===== src/rtl/core/acc_pkg.sv =====
// Shared types and constants for the alarm clock calendar.
// No dependencies; every file of the block but the two channel interfaces refers to this package by scoped names.
`timescale 1ns / 1ps

package acc_pkg;

   localparam logic [11:0] YearFirst = 12'd2000;
   localparam logic [11:0] YearLast  = 12'd2099;
   localparam logic [5:0]  SecPerMin = 6'd60;
   localparam logic [5:0]  MinuteMax = 6'd59;
   localparam logic [3:0]  HourNoon  = 4'd12;
   localparam logic [3:0]  HourWrap  = 4'd13;
   localparam logic [3:0]  MonthWrap = 4'd13;

   typedef enum logic [1:0] {
      REQ_TICK    = 2'd0,
      REQ_BUTTONS = 2'd1,
      REQ_TEMP    = 2'd2,
      REQ_NONE    = 2'd3
   } req_kind_type;

   typedef enum logic [1:0] {
      MODE_TIME  = 2'd0,
      MODE_DATE  = 2'd1,
      MODE_ALARM = 2'd2,
      MODE_TEMP  = 2'd3
   } mode_type;

   typedef struct packed {
      logic [5:0]  seconds;
      logic [5:0]  minutes;
      logic [3:0]  hours;
      logic        pm_flag;
      logic [4:0]  day_of_month;
      logic [3:0]  month_num;
      logic [11:0] year_num;
      mode_type    display_mode;
      logic [3:0]  alarm_hour;
      logic [5:0]  alarm_minute;
      logic        alarm_pm;
      logic [1:0]  alarm_phase;
      logic [7:0]  temperature;
   } state_type;

   localparam state_type StateReset = '{
      seconds:      6'd0,
      minutes:      6'd0,
      hours:        4'd12,
      pm_flag:      1'b0,
      day_of_month: 5'd1,
      month_num:    4'd1,
      year_num:     12'd2000,
      display_mode: MODE_TIME,
      alarm_hour:   4'd12,
      alarm_minute: 6'd0,
      alarm_pm:     1'b0,
      alarm_phase:  2'd0,
      temperature:  8'd69
   };

   typedef struct packed {
      logic [3:0] digit_0;
      logic [3:0] digit_1;
      logic [3:0] digit_2;
      logic [3:0] digit_3;
      logic [3:0] digit_4;
      logic [3:0] digit_5;
      logic       pm_lamp;
      logic       alarm_active;
      logic [1:0] mode_now;
   } rsp_data_type;

endpackage


===== src/rtl/core/acc_req_if.sv =====
// Request channel of the alarm clock calendar: valid/ready plus the item fields.
// No dependencies.
`timescale 1ns / 1ps

interface acc_req_if;
   logic       valid;
   logic       ready;
   logic [1:0] req_type;
   logic [2:0] button_mask;
   logic [7:0] temp_value;

   modport source (output valid, req_type, button_mask, temp_value, input ready);
   modport sink (input valid, req_type, button_mask, temp_value, output ready);
endinterface


===== src/rtl/core/acc_rsp_if.sv =====
// Result channel of the alarm clock calendar: valid/ready plus the display fields.
// No dependencies.
`timescale 1ns / 1ps

interface acc_rsp_if;
   logic       valid;
   logic       ready;
   logic [3:0] digit_0;
   logic [3:0] digit_1;
   logic [3:0] digit_2;
   logic [3:0] digit_3;
   logic [3:0] digit_4;
   logic [3:0] digit_5;
   logic       pm_lamp;
   logic       alarm_active;
   logic [1:0] mode_now;

   modport source (output valid, digit_0, digit_1, digit_2, digit_3, digit_4, digit_5,
                   pm_lamp, alarm_active, mode_now, input ready);
   modport sink (input valid, digit_0, digit_1, digit_2, digit_3, digit_4, digit_5,
                 pm_lamp, alarm_active, mode_now, output ready);
endinterface


===== src/rtl/core/acc_core.sv =====
// Clock, calendar and alarm state with its next-state logic for one item.
// Depends on acc_pkg.
`timescale 1ns / 1ps

module acc_core (
   input  logic              clock,
   input  logic              reset,
   input  logic              step_en,
   input  logic [1:0]        req_type,
   input  logic [2:0]        button_mask,
   input  logic [7:0]        temp_value,
   output acc_pkg::state_type state_in
);

   acc_pkg::state_type state_ff;

   // Years stay in 2000..2099, so the century rule never applies.
   function automatic logic [4:0] month_len(logic [3:0] m, logic [11:0] y);
      logic [4:0] len;
      case (m) inside
         4'd2:                                  len = (y[1:0] == 2'b00) ? 5'd29 : 5'd28;
         4'd4, 4'd6, 4'd9, 4'd11:               len = 5'd30;
         4'd1, 4'd3, 4'd5, 4'd7, 4'd8, 4'd10, 4'd12: len = 5'd31;
         default:                               len = 5'd0;
      endcase
      return len;
   endfunction

   function automatic acc_pkg::state_type wrap_month(acc_pkg::state_type s);
      acc_pkg::state_type r;
      r = s;
      if (r.month_num >= acc_pkg::MonthWrap) begin
         r.month_num = 4'd1;
         r.year_num  = (r.year_num >= acc_pkg::YearLast) ? acc_pkg::YearFirst
                                                        : r.year_num + 12'd1;
      end
      return r;
   endfunction

   // Day plus one, carried into the month; compare before the add keeps it in 5 bits.
   function automatic acc_pkg::state_type advance_day(acc_pkg::state_type s);
      acc_pkg::state_type r;
      logic [4:0]         len;
      r   = s;
      len = month_len(r.month_num, r.year_num);
      if (len != 5'd0 && r.day_of_month >= len) begin
         r.day_of_month = 5'd1;
         r.month_num    = r.month_num + 4'd1;
      end else begin
         r.day_of_month = r.day_of_month + 5'd1;
      end
      return r;
   endfunction

   acc_pkg::state_type nx;
   logic [1:0]         phase;
   logic               midnight;

   always_comb begin
      nx       = state_ff;
      phase    = state_ff.alarm_phase;
      midnight = 1'b0;
      unique case (acc_pkg::req_kind_type'(req_type))
         acc_pkg::REQ_TICK: begin
            nx.seconds = nx.seconds + 6'd1;
            if (nx.seconds >= acc_pkg::SecPerMin) begin
               nx.seconds = 6'd0;
               nx.minutes = nx.minutes + 6'd1;
            end
            if (nx.minutes >= acc_pkg::SecPerMin) begin
               nx.minutes = 6'd0;
               nx.hours   = nx.hours + 4'd1;
            end
            if (nx.hours == acc_pkg::HourNoon && nx.minutes == 6'd0 && nx.seconds == 6'd0) begin
               midnight   = nx.pm_flag;
               nx.pm_flag = ~nx.pm_flag;
            end
            if (nx.hours >= acc_pkg::HourWrap) nx.hours = 4'd1;
            if (midnight) nx = advance_day(nx);
            nx = wrap_month(nx);
            // alarm pulse: armed at second 1, shown for exactly one tick
            if (nx.hours == nx.alarm_hour && nx.minutes == nx.alarm_minute &&
                nx.pm_flag == nx.alarm_pm && nx.seconds == 6'd1 && phase == 2'd0)
               phase = 2'd1;
            if (phase != 2'd0) phase = phase + 2'd1;
            if (phase == 2'd3) phase = 2'd0;
            nx.alarm_phase = phase;
         end
         acc_pkg::REQ_BUTTONS: begin
            if (button_mask[0])
               nx.display_mode = acc_pkg::mode_type'(2'(nx.display_mode) + 2'd1);
            if (button_mask[1]) begin
               unique case (nx.display_mode)
                  acc_pkg::MODE_TIME: begin
                     nx.hours   = nx.hours + 4'd1;
                     nx.seconds = 6'd0;
                     if (nx.hours == acc_pkg::HourNoon) nx.pm_flag = ~nx.pm_flag;
                     if (nx.hours >= acc_pkg::HourWrap) nx.hours = 4'd1;
                  end
                  acc_pkg::MODE_DATE: begin
                     nx.month_num    = nx.month_num + 4'd1;
                     nx.seconds      = 6'd0;
                     nx.day_of_month = 5'd1;
                     nx              = wrap_month(nx);
                  end
                  acc_pkg::MODE_ALARM: begin
                     nx.alarm_hour = nx.alarm_hour + 4'd1;
                     if (nx.alarm_hour == acc_pkg::HourNoon) nx.alarm_pm = ~nx.alarm_pm;
                     if (nx.alarm_hour >= acc_pkg::HourWrap) nx.alarm_hour = 4'd1;
                  end
                  default: ;
               endcase
            end
            if (button_mask[2]) begin
               unique case (nx.display_mode)
                  acc_pkg::MODE_TIME: begin
                     nx.minutes = nx.minutes + 6'd1;
                     nx.seconds = 6'd0;
                     if (nx.minutes > acc_pkg::MinuteMax) nx.minutes = 6'd0;
                  end
                  acc_pkg::MODE_DATE: begin
                     nx = advance_day(nx);
                     nx = wrap_month(nx);
                  end
                  acc_pkg::MODE_ALARM: begin
                     nx.alarm_minute = nx.alarm_minute + 6'd1;
                     if (nx.alarm_minute > acc_pkg::MinuteMax) nx.alarm_minute = 6'd0;
                  end
                  default: ;
               endcase
            end
         end
         acc_pkg::REQ_TEMP: nx.temperature = temp_value;
         default: ;
      endcase
   end

   assign state_in = nx;

   always_ff @(posedge clock) begin
      if (reset) begin
         state_ff <= acc_pkg::StateReset;
      end else if (step_en) begin
         state_ff <= state_in;
      end
   end

endmodule


===== src/rtl/core/acc_disp.sv =====
// Display formatter: picks the six digits and lamps for the current mode.
// Depends on acc_pkg.
`timescale 1ns / 1ps

module acc_disp (
   input  acc_pkg::state_type    st,
   output acc_pkg::rsp_data_type data
);

   // tens and units of a value below 100; *205 >> 11 equals /10 in that range
   function automatic logic [7:0] two_digits(logic [6:0] v);
      logic [14:0] p;
      logic [3:0]  tens;
      logic [6:0]  units;
      p     = 15'(v) * 15'd205;
      tens  = p[14:11];
      units = v - 7'(tens * 7'd10);
      return {tens, units[3:0]};
   endfunction

   logic [13:0] hund_p;
   logic [1:0]  hund;
   logic [6:0]  temp_rem;
   logic [6:0]  year_low;
   logic [7:0]  hh, mm, ss, mo, dd, yy, ah, am, tt;

   always_comb begin
      hund_p   = 14'(st.temperature) * 14'd41;   // /100 for values below 256
      hund     = hund_p[13:12];
      temp_rem = 7'(st.temperature - 8'(hund * 8'd100));
      year_low = 7'(st.year_num - acc_pkg::YearFirst);
      hh = two_digits(7'(st.hours));
      mm = two_digits(7'(st.minutes));
      ss = two_digits(7'(st.seconds));
      mo = two_digits(7'(st.month_num));
      dd = two_digits(7'(st.day_of_month));
      yy = two_digits(year_low);
      ah = two_digits(7'(st.alarm_hour));
      am = two_digits(7'(st.alarm_minute));
      tt = two_digits(temp_rem);

      unique case (st.display_mode)
         acc_pkg::MODE_TIME: begin
            {data.digit_0, data.digit_1} = hh;
            {data.digit_2, data.digit_3} = mm;
            {data.digit_4, data.digit_5} = ss;
         end
         acc_pkg::MODE_DATE: begin
            {data.digit_0, data.digit_1} = mo;
            {data.digit_2, data.digit_3} = dd;
            {data.digit_4, data.digit_5} = yy;
         end
         acc_pkg::MODE_ALARM: begin
            {data.digit_0, data.digit_1} = ah;
            {data.digit_2, data.digit_3} = am;
            {data.digit_4, data.digit_5} = 8'd0;
         end
         default: begin
            {data.digit_0, data.digit_1, data.digit_2} = 12'd0;
            data.digit_3                 = 4'(hund);
            {data.digit_4, data.digit_5} = tt;
         end
      endcase
      data.pm_lamp      = (st.display_mode == acc_pkg::MODE_ALARM) ? st.alarm_pm : st.pm_flag;
      data.alarm_active = (st.alarm_phase != 2'd0);
      data.mode_now     = 2'(st.display_mode);
   end

endmodule


===== src/rtl/core/alarm_clock_calendar.sv =====
// Top level of the twelve-hour clock calendar with alarm.
// Depends on acc_pkg, acc_req_if, acc_rsp_if, acc_core and acc_disp.
//
// Takes one item per clock cycle (a tick, a button mask or a temperature byte)
// and gives exactly one result per item. The item is captured in an input
// register at the accepting edge. The clock/calendar update and the digit
// formatting run in one pass, and the result is loaded into an output register
// once that register is free. The block keeps taking items while a result
// waits, and stalls only when both registers are full and the result side is
// not ready. Reset starts at 12:00:00 AM, January 1 2000, time mode, alarm
// 12:00 AM.
`timescale 1ns / 1ps

module alarm_clock_calendar (
   input  logic      clock,
   input  logic      reset,
   acc_req_if.sink   req_chan,
   acc_rsp_if.source rsp_chan
);

   logic       in_valid_ff;
   logic [1:0] in_type_ff;
   logic [2:0] in_mask_ff;
   logic [7:0] in_temp_ff;

   logic                  out_valid_ff;
   acc_pkg::rsp_data_type out_data_ff;
   acc_pkg::rsp_data_type out_data_in;

   acc_pkg::state_type state_in;
   logic               out_free;
   logic               step_en;

   assign out_free       = ~out_valid_ff | rsp_chan.ready;
   assign step_en        = in_valid_ff & out_free;
   assign req_chan.ready = ~in_valid_ff | out_free;

   acc_core u_core (
      .clock       (clock),
      .reset       (reset),
      .step_en     (step_en),
      .req_type    (in_type_ff),
      .button_mask (in_mask_ff),
      .temp_value  (in_temp_ff),
      .state_in    (state_in)
   );

   acc_disp u_disp (
      .st   (state_in),
      .data (out_data_in)
   );

   always_ff @(posedge clock) begin
      if (reset) begin
         in_valid_ff  <= 1'b0;
         out_valid_ff <= 1'b0;
      end else begin
         if (req_chan.ready) in_valid_ff <= req_chan.valid;
         if (out_free) out_valid_ff <= in_valid_ff;
      end
      if (req_chan.valid & req_chan.ready) begin
         in_type_ff <= req_chan.req_type;
         in_mask_ff <= req_chan.button_mask;
         in_temp_ff <= req_chan.temp_value;
      end
      if (step_en) out_data_ff <= out_data_in;
   end

   assign rsp_chan.valid        = out_valid_ff;
   assign rsp_chan.digit_0      = out_data_ff.digit_0;
   assign rsp_chan.digit_1      = out_data_ff.digit_1;
   assign rsp_chan.digit_2      = out_data_ff.digit_2;
   assign rsp_chan.digit_3      = out_data_ff.digit_3;
   assign rsp_chan.digit_4      = out_data_ff.digit_4;
   assign rsp_chan.digit_5      = out_data_ff.digit_5;
   assign rsp_chan.pm_lamp      = out_data_ff.pm_lamp;
   assign rsp_chan.alarm_active = out_data_ff.alarm_active;
   assign rsp_chan.mode_now     = out_data_ff.mode_now;

endmodule


===== src/flat_wrapper.sv =====
// flat-port wrapper written by rule: the top's interface ports become plain ports
module alarm_clock_calendar_flat 
  (clock, reset, req_chan_valid, req_chan_req_type, req_chan_button_mask, req_chan_temp_value, req_chan_ready, rsp_chan_valid, rsp_chan_digit_0, rsp_chan_digit_1, rsp_chan_digit_2, rsp_chan_digit_3, rsp_chan_digit_4, rsp_chan_digit_5, rsp_chan_pm_lamp, rsp_chan_alarm_active, rsp_chan_mode_now, rsp_chan_ready);
  acc_req_if req_chan_i ();
  acc_rsp_if rsp_chan_i ();
  input  logic clock;
  input  logic reset;
  input wire logic [$bits(req_chan_i.valid)-1:0] req_chan_valid;
  input wire logic [$bits(req_chan_i.req_type)-1:0] req_chan_req_type;
  input wire logic [$bits(req_chan_i.button_mask)-1:0] req_chan_button_mask;
  input wire logic [$bits(req_chan_i.temp_value)-1:0] req_chan_temp_value;
  output wire logic [$bits(req_chan_i.ready)-1:0] req_chan_ready;
  output wire logic [$bits(rsp_chan_i.valid)-1:0] rsp_chan_valid;
  output wire logic [$bits(rsp_chan_i.digit_0)-1:0] rsp_chan_digit_0;
  output wire logic [$bits(rsp_chan_i.digit_1)-1:0] rsp_chan_digit_1;
  output wire logic [$bits(rsp_chan_i.digit_2)-1:0] rsp_chan_digit_2;
  output wire logic [$bits(rsp_chan_i.digit_3)-1:0] rsp_chan_digit_3;
  output wire logic [$bits(rsp_chan_i.digit_4)-1:0] rsp_chan_digit_4;
  output wire logic [$bits(rsp_chan_i.digit_5)-1:0] rsp_chan_digit_5;
  output wire logic [$bits(rsp_chan_i.pm_lamp)-1:0] rsp_chan_pm_lamp;
  output wire logic [$bits(rsp_chan_i.alarm_active)-1:0] rsp_chan_alarm_active;
  output wire logic [$bits(rsp_chan_i.mode_now)-1:0] rsp_chan_mode_now;
  input wire logic [$bits(rsp_chan_i.ready)-1:0] rsp_chan_ready;
  assign req_chan_i.valid = req_chan_valid;
  assign req_chan_i.req_type = req_chan_req_type;
  assign req_chan_i.button_mask = req_chan_button_mask;
  assign req_chan_i.temp_value = req_chan_temp_value;
  assign req_chan_ready = req_chan_i.ready;
  assign rsp_chan_valid = rsp_chan_i.valid;
  assign rsp_chan_digit_0 = rsp_chan_i.digit_0;
  assign rsp_chan_digit_1 = rsp_chan_i.digit_1;
  assign rsp_chan_digit_2 = rsp_chan_i.digit_2;
  assign rsp_chan_digit_3 = rsp_chan_i.digit_3;
  assign rsp_chan_digit_4 = rsp_chan_i.digit_4;
  assign rsp_chan_digit_5 = rsp_chan_i.digit_5;
  assign rsp_chan_pm_lamp = rsp_chan_i.pm_lamp;
  assign rsp_chan_alarm_active = rsp_chan_i.alarm_active;
  assign rsp_chan_mode_now = rsp_chan_i.mode_now;
  assign rsp_chan_i.ready = rsp_chan_ready;
  alarm_clock_calendar u_core (.clock(clock), .reset(reset), .req_chan(req_chan_i), .rsp_chan(rsp_chan_i));
endmodule

===== config.mk =====
export PLATFORM = sky130hd
export DESIGN_NAME = alarm_clock_calendar_flat
export DESIGN_NICKNAME = d
export VERILOG_FILES = /design/src/rtl/core/acc_pkg.sv /design/src/rtl/core/acc_req_if.sv /design/src/rtl/core/acc_rsp_if.sv /design/src/rtl/core/acc_core.sv /design/src/rtl/core/acc_disp.sv /design/src/rtl/core/alarm_clock_calendar.sv /design/src/flat_wrapper.sv
export SDC_FILE = /design/constraint.sdc
export NUM_CORES = 1
export LEC_CHECK = 0
export ABC_AREA = 1
export BUFFER_PORTS_ARGS = -buffer_cell sky130_fd_sc_hd__buf_2
export CAP_MARGIN = 20
export CORE_ASPECT_RATIO = 1.25
export CORE_UTILIZATION = 23
export DETAILED_ROUTE_END_ITERATION = 12
export GPL_ROUTABILITY_DRIVEN = 0
export GPL_TIMING_DRIVEN = 0
export PLACE_DENSITY = 0.35
export RECOVER_POWER = 25
export SLEW_MARGIN = 40
export SYNTH_ARGS = -nofsm -noshare
export SYNTH_HDL_FRONTEND = slang
export SYNTH_HIERARCHICAL = 1
export SYNTH_SLANG_ARGS = --single-unit

===== constraint.sdc =====
create_clock -name clock -period 8.5 [get_ports clock]
set_clock_uncertainty 0.15 [all_clocks]
set_input_delay 1.7 -clock clock [delete_from_list [all_inputs] [get_ports clock]]
set_output_delay 1.7 -clock clock [all_outputs]
set_load 0.02 [all_outputs]

After elaboration in Yosys (flattened, before gate mapping) --
Cells that the tools add are included.
Cells by class: $add $sub $neg 26, multiply operators 20, $lt $le $gt $ge 15, eq/ne operators 40, muxes and demuxes 64, bitwise gates (word level) 8, reductions and logical operators 26
Operators by type and width (count):
- $mux W61 | 4
- $pmux W53 S2 | 1
- $mux W12 | 6
- $mux W5 | 14
- $pmux W21 S3 | 1
- $eq A4 B4 Y1 const B | 13
- $mux W16 | 3
- $mux W44 | 1
- $mul A6 B8 Y14 const B | 3
- $add A12 B1 Y12 const B | 3
- $ge A12 B12 Y1 const B | 3
- $mul A4 B8 Y12 const B | 3
- $mux W4 | 9
- $sub A4 B4 Y4 | 9
- $eq A4 B3 Y1 const B | 8
- $mul A7 B8 Y15 const B | 2
- $mux W27 | 1
- $add A6 B1 Y6 const B | 4
- $ge A4 B4 Y1 const B | 6
- $mux W6 | 4
- $pmux W8 S3 | 1
- $mux W23 | 1
- $mux W10 | 2
- $add A4 B1 Y4 const B | 4
- 35 further kinds | 93
Storage, ports and cells: flip-flop bits (word level) 104, input bits 17, output and inout bits 30

Logic depth before layout (Yosys ltp) --
word-level depth 37, mapped depth 62

Modules after synthesis --
The synthesis kept the hierarchy.
Modules (own cells, without submodules):
- acc_disp | instances 1, cells each 968, area each 7111.8 µm²
- acc_core | instances 1, cells each 1112, area each 6613.8 µm²
- alarm_clock_calendar | instances 1, cells each 53, area each 1322.5 µm²

Least setup slack after synthesis --
OpenSTA, ideal clock, no wires.
kind reg-to-reg, start register u_core/u_core/state_ff[35] (netlist bit), end register u_core.out_data_ff (netlist bit u_core/rsp_chan.digit_5[3]) (data pin), arrival time 8052 ps, path slack 39 ps, cell stages (with the launch flop) 60, period minus slack after synthesis 8461 ps, cells stage by stage dfxtp_1 buf_2 inv_1 ha_1 nand3_1 nand2_1 nand3_2 nand2_1 o21ai_2 inv_1 ha_1 nor2_1 inv_1 nand3_1 nand2_1 nor2_4 o31ai_1 ha_1 [24 not listed] nand2_1 inv_1 nand2_1 nand2_1 nand2_1 nand2_1 nand2_1 nand2_1 inv_1 ha_1 fa_1 xor2_1 inv_1 nand3_1 nand2_1 nand2_1 nand3_1 nand3_1
RTL lines:
- start: declaration | line acc_core.sv:15 | acc_pkg::state_type state_ff;
- start signal: assignment | line acc_core.sv:142 | state_ff <= acc_pkg::StateReset;
- start signal: assignment | line acc_core.sv:144 | state_ff <= state_in;
- end signal: assignment | line alarm_clock_calendar.sv:66 | if (step_en) out_data_ff <= out_data_in;
- end: declaration | line alarm_clock_calendar.sv:27 | acc_pkg::rsp_data_type out_data_ff;

==> impl_metrics.csv <==
group,metric,value,unit
flow_run,cap_violations,0,
place,io_buffers,46,
clock_network,hold_buffers,0,
clock_network,insertion_delay,0.41,ns
timing,setup_viol,0,
timing,hold_violations,0,
detailed_routing,drc_errors,0,
worst_setup_path,path_class,"reg2reg",
final_layout,syn_to_final_growth,19.6,%
yosys,netlist_area,15000,sq um
timing,fin_crit_sh,98.8,%
final_layout,multi_input_area,11500,sq um
worst_setup_path,path_max_fanout,7,
place,place_ws,-1.64,ns
worst_setup_path,startpoint_type,"flip-flop",
timing,max_slew_margin,29.0,%
final_layout,final_cell_mix,"nand2_1 (425), inv_1 (370), ha_1 (264), nand3_1 (141), a21oi_1 (123)",
clock_network,cts_sinks,104,
status,outcome,"finished clean",
timing,rsz0062_at_grt,"yes",
final_layout,drive_above_1_share,16.1,%
timing,finalMaxSlewViolations,0,
worst_setup_path,endpoint_kind,"flip-flop",
final_layout,nFillCells,7271,
detailed_routing,vias,14200,
final_layout,diodes,0,
pwr,ir_drop,247,uV
place,dp.cells,3033,
worst_setup_path,required,8.50,ns
worst_setup_path,cp_slowest_cell,"fa_1",
die,die-area,66400,sq um
die,initial_core_util,23.3,%
global_routing,grt_pass1_vias,14200,
die,die_h,288,um
final_layout,layout_commonest_cell,"nand2_1",
timing,maxClockFrequency,119,MHz
pwr,power_per_cell_area,228,nW/um^2
pwr,power,4.11,mW
final_layout,finalNonFillerCells,3116,
clock_network,clock_tree.root_cell,"clkbuf_16",
worst_setup_path,crit_path_max_incr_delay,0.47,ns
place,dpl.hpwl,41.0,mm
worst_setup_path,worst_ep_arrival_time,8.40,ns
detailed_routing,first_iter_violations,486,
detailed_routing,post_drt_wl_per_cell,16.1,um
global_routing,grt_max_degree,23,
clock_network,cts-buffers-inserted,9,
worst_hold_path,hp-class,"reg2reg",
die,core,64500,sq um
detailed_routing,routed_wl,50.3,mm
yosys,yosys_warnings,6,
detailed_routing,via_per_inst,4.57,
global_routing,grt_overflow,0,
yosys,syn_avg_cell_area,7.06,sq um
global_routing,antenna_found_initial,1,
final_layout,nNetsFinal,2607,
timing,worst_pin_slew,1.07,ns
clock_network,cts_buffer_depth,2,
timing,worst_slack,0.104,ns
clock_network,cts_max_level,3,
worst_setup_path,reg2reg_slack,0.10,ns
global_routing,grt_pass1_wl,79.4,mm
die,rows,104,
place,dpl_cell_area,16400,sq um
timing,period_needed,8.40,ns
yosys,synthCells,2132,
pwr,p_leak,9.23,nW
timing,whs,0.335,ns
final_layout,finalInstanceArea,18000,sq um
final_layout,area.sequential,2510,sq um
detailed_routing,postRouteAntennaNets,0,
clock_network,cts_tree,"built",
die,io_pins,47,
global_routing,grtUsageTotal,15.4,%
detailed_routing,firstDrtPassIters,5,
die,die_x,231,um
clock_network,path_clk_slew,0.10,ns
-- power by group --
group          internal, mW  switching [mW]  leakage, nW  total, mW
Combinational          1.25            1.79         8.16       3.03
Clock                 0.216           0.260        0.154      0.476
Sequential            0.569          0.0301        0.916      0.599
Total                  2.03            2.08         9.23       4.11
-- flip-flops by register name (all words and copies together), names as in the netlist --
| signal | count |
|---|---|
| u_core/u_core/state_ff | 61 |
| u_core/in_temp_ff | 8 |
| u_core/rsp_chan.digit_0 | 4 |
| u_core/rsp_chan.digit_1 | 4 |
| u_core/rsp_chan.digit_2 | 4 |
| u_core/rsp_chan.digit_3 | 4 |
| u_core/rsp_chan.digit_4 | 4 |
| u_core/rsp_chan.digit_5 | 4 |
| u_core/in_mask_ff | 3 |
| u_core/in_type_ff | 2 |
| u_core/rsp_chan.mode_now | 2 |
| u_core/in_valid_ff | 1 |
| u_core/rsp_chan.alarm_active | 1 |
| u_core/rsp_chan.pm_lamp | 1 |
| u_core/rsp_chan.valid | 1 |
-- metrics by stage --
stage	util [%]	setup TNS, ns
after floorplan	-	0
after global placement	25.3	-6.04
after detailed placement	25.5	-6.24
after CTS	27.4	-0.104
after global routing	27.9	-0.999
final	27.9	0
-- cell type report --
cell class,count,share of cell area [%]
Tap cell,848,5.90
Multi-Input combinational cell,1585,64.2
Timing Repair Buffer,117,4.28
Clock buffer,9,1.25
Sequential cell,104,13.9
Clock inverter,7,0.480
Buffer,52,1.72
Inverter,394,8.28
-- path summary, 6_finish.rpt --
check,endpoint,cells past startpoint,start
max,u_core/rsp_chan.digit_5[3],52,u_core/u_core/state_ff[35]
min,u_core/u_core/state_ff[8],2,u_core/u_core/state_ff[8]
max reg2reg,u_core/rsp_chan.digit_5[3],52,u_core/u_core/state_ff[35]
min reg2reg,u_core/u_core/state_ff[8],2,u_core/u_core/state_ff[8]
-- metal layers --
layer,vias to the layer above,global-route usage (%),wire (um)
met5,-,0,0
met4,0,5.41,1380
met3,54,0.941,829
met2,161,29.0,26100
met1,6741,18.4,22000
li1,7292,-,-
-- critical path, delay by kind of cell (launching register included) --
| family | cells | cell delay, ns |
|---|---|---|
| compound gates | 6 | 0.91 |
| xor+xnor | 1 | 0.16 |
| fa+ha+maj | 10 | 3.00 |
| buf+inv | 8 | 0.75 |
| flops | 1 | 0.35 |
| simple gates | 27 | 2.77 |
-- timing repair --
item,CTS,global route
gates resized for setup,114,53
pin swaps,52,38
gates cloned,1,0
endpoints found under the setup margin,9,4
setup buffers,52,14
Power figures use the tool's default switching activity.
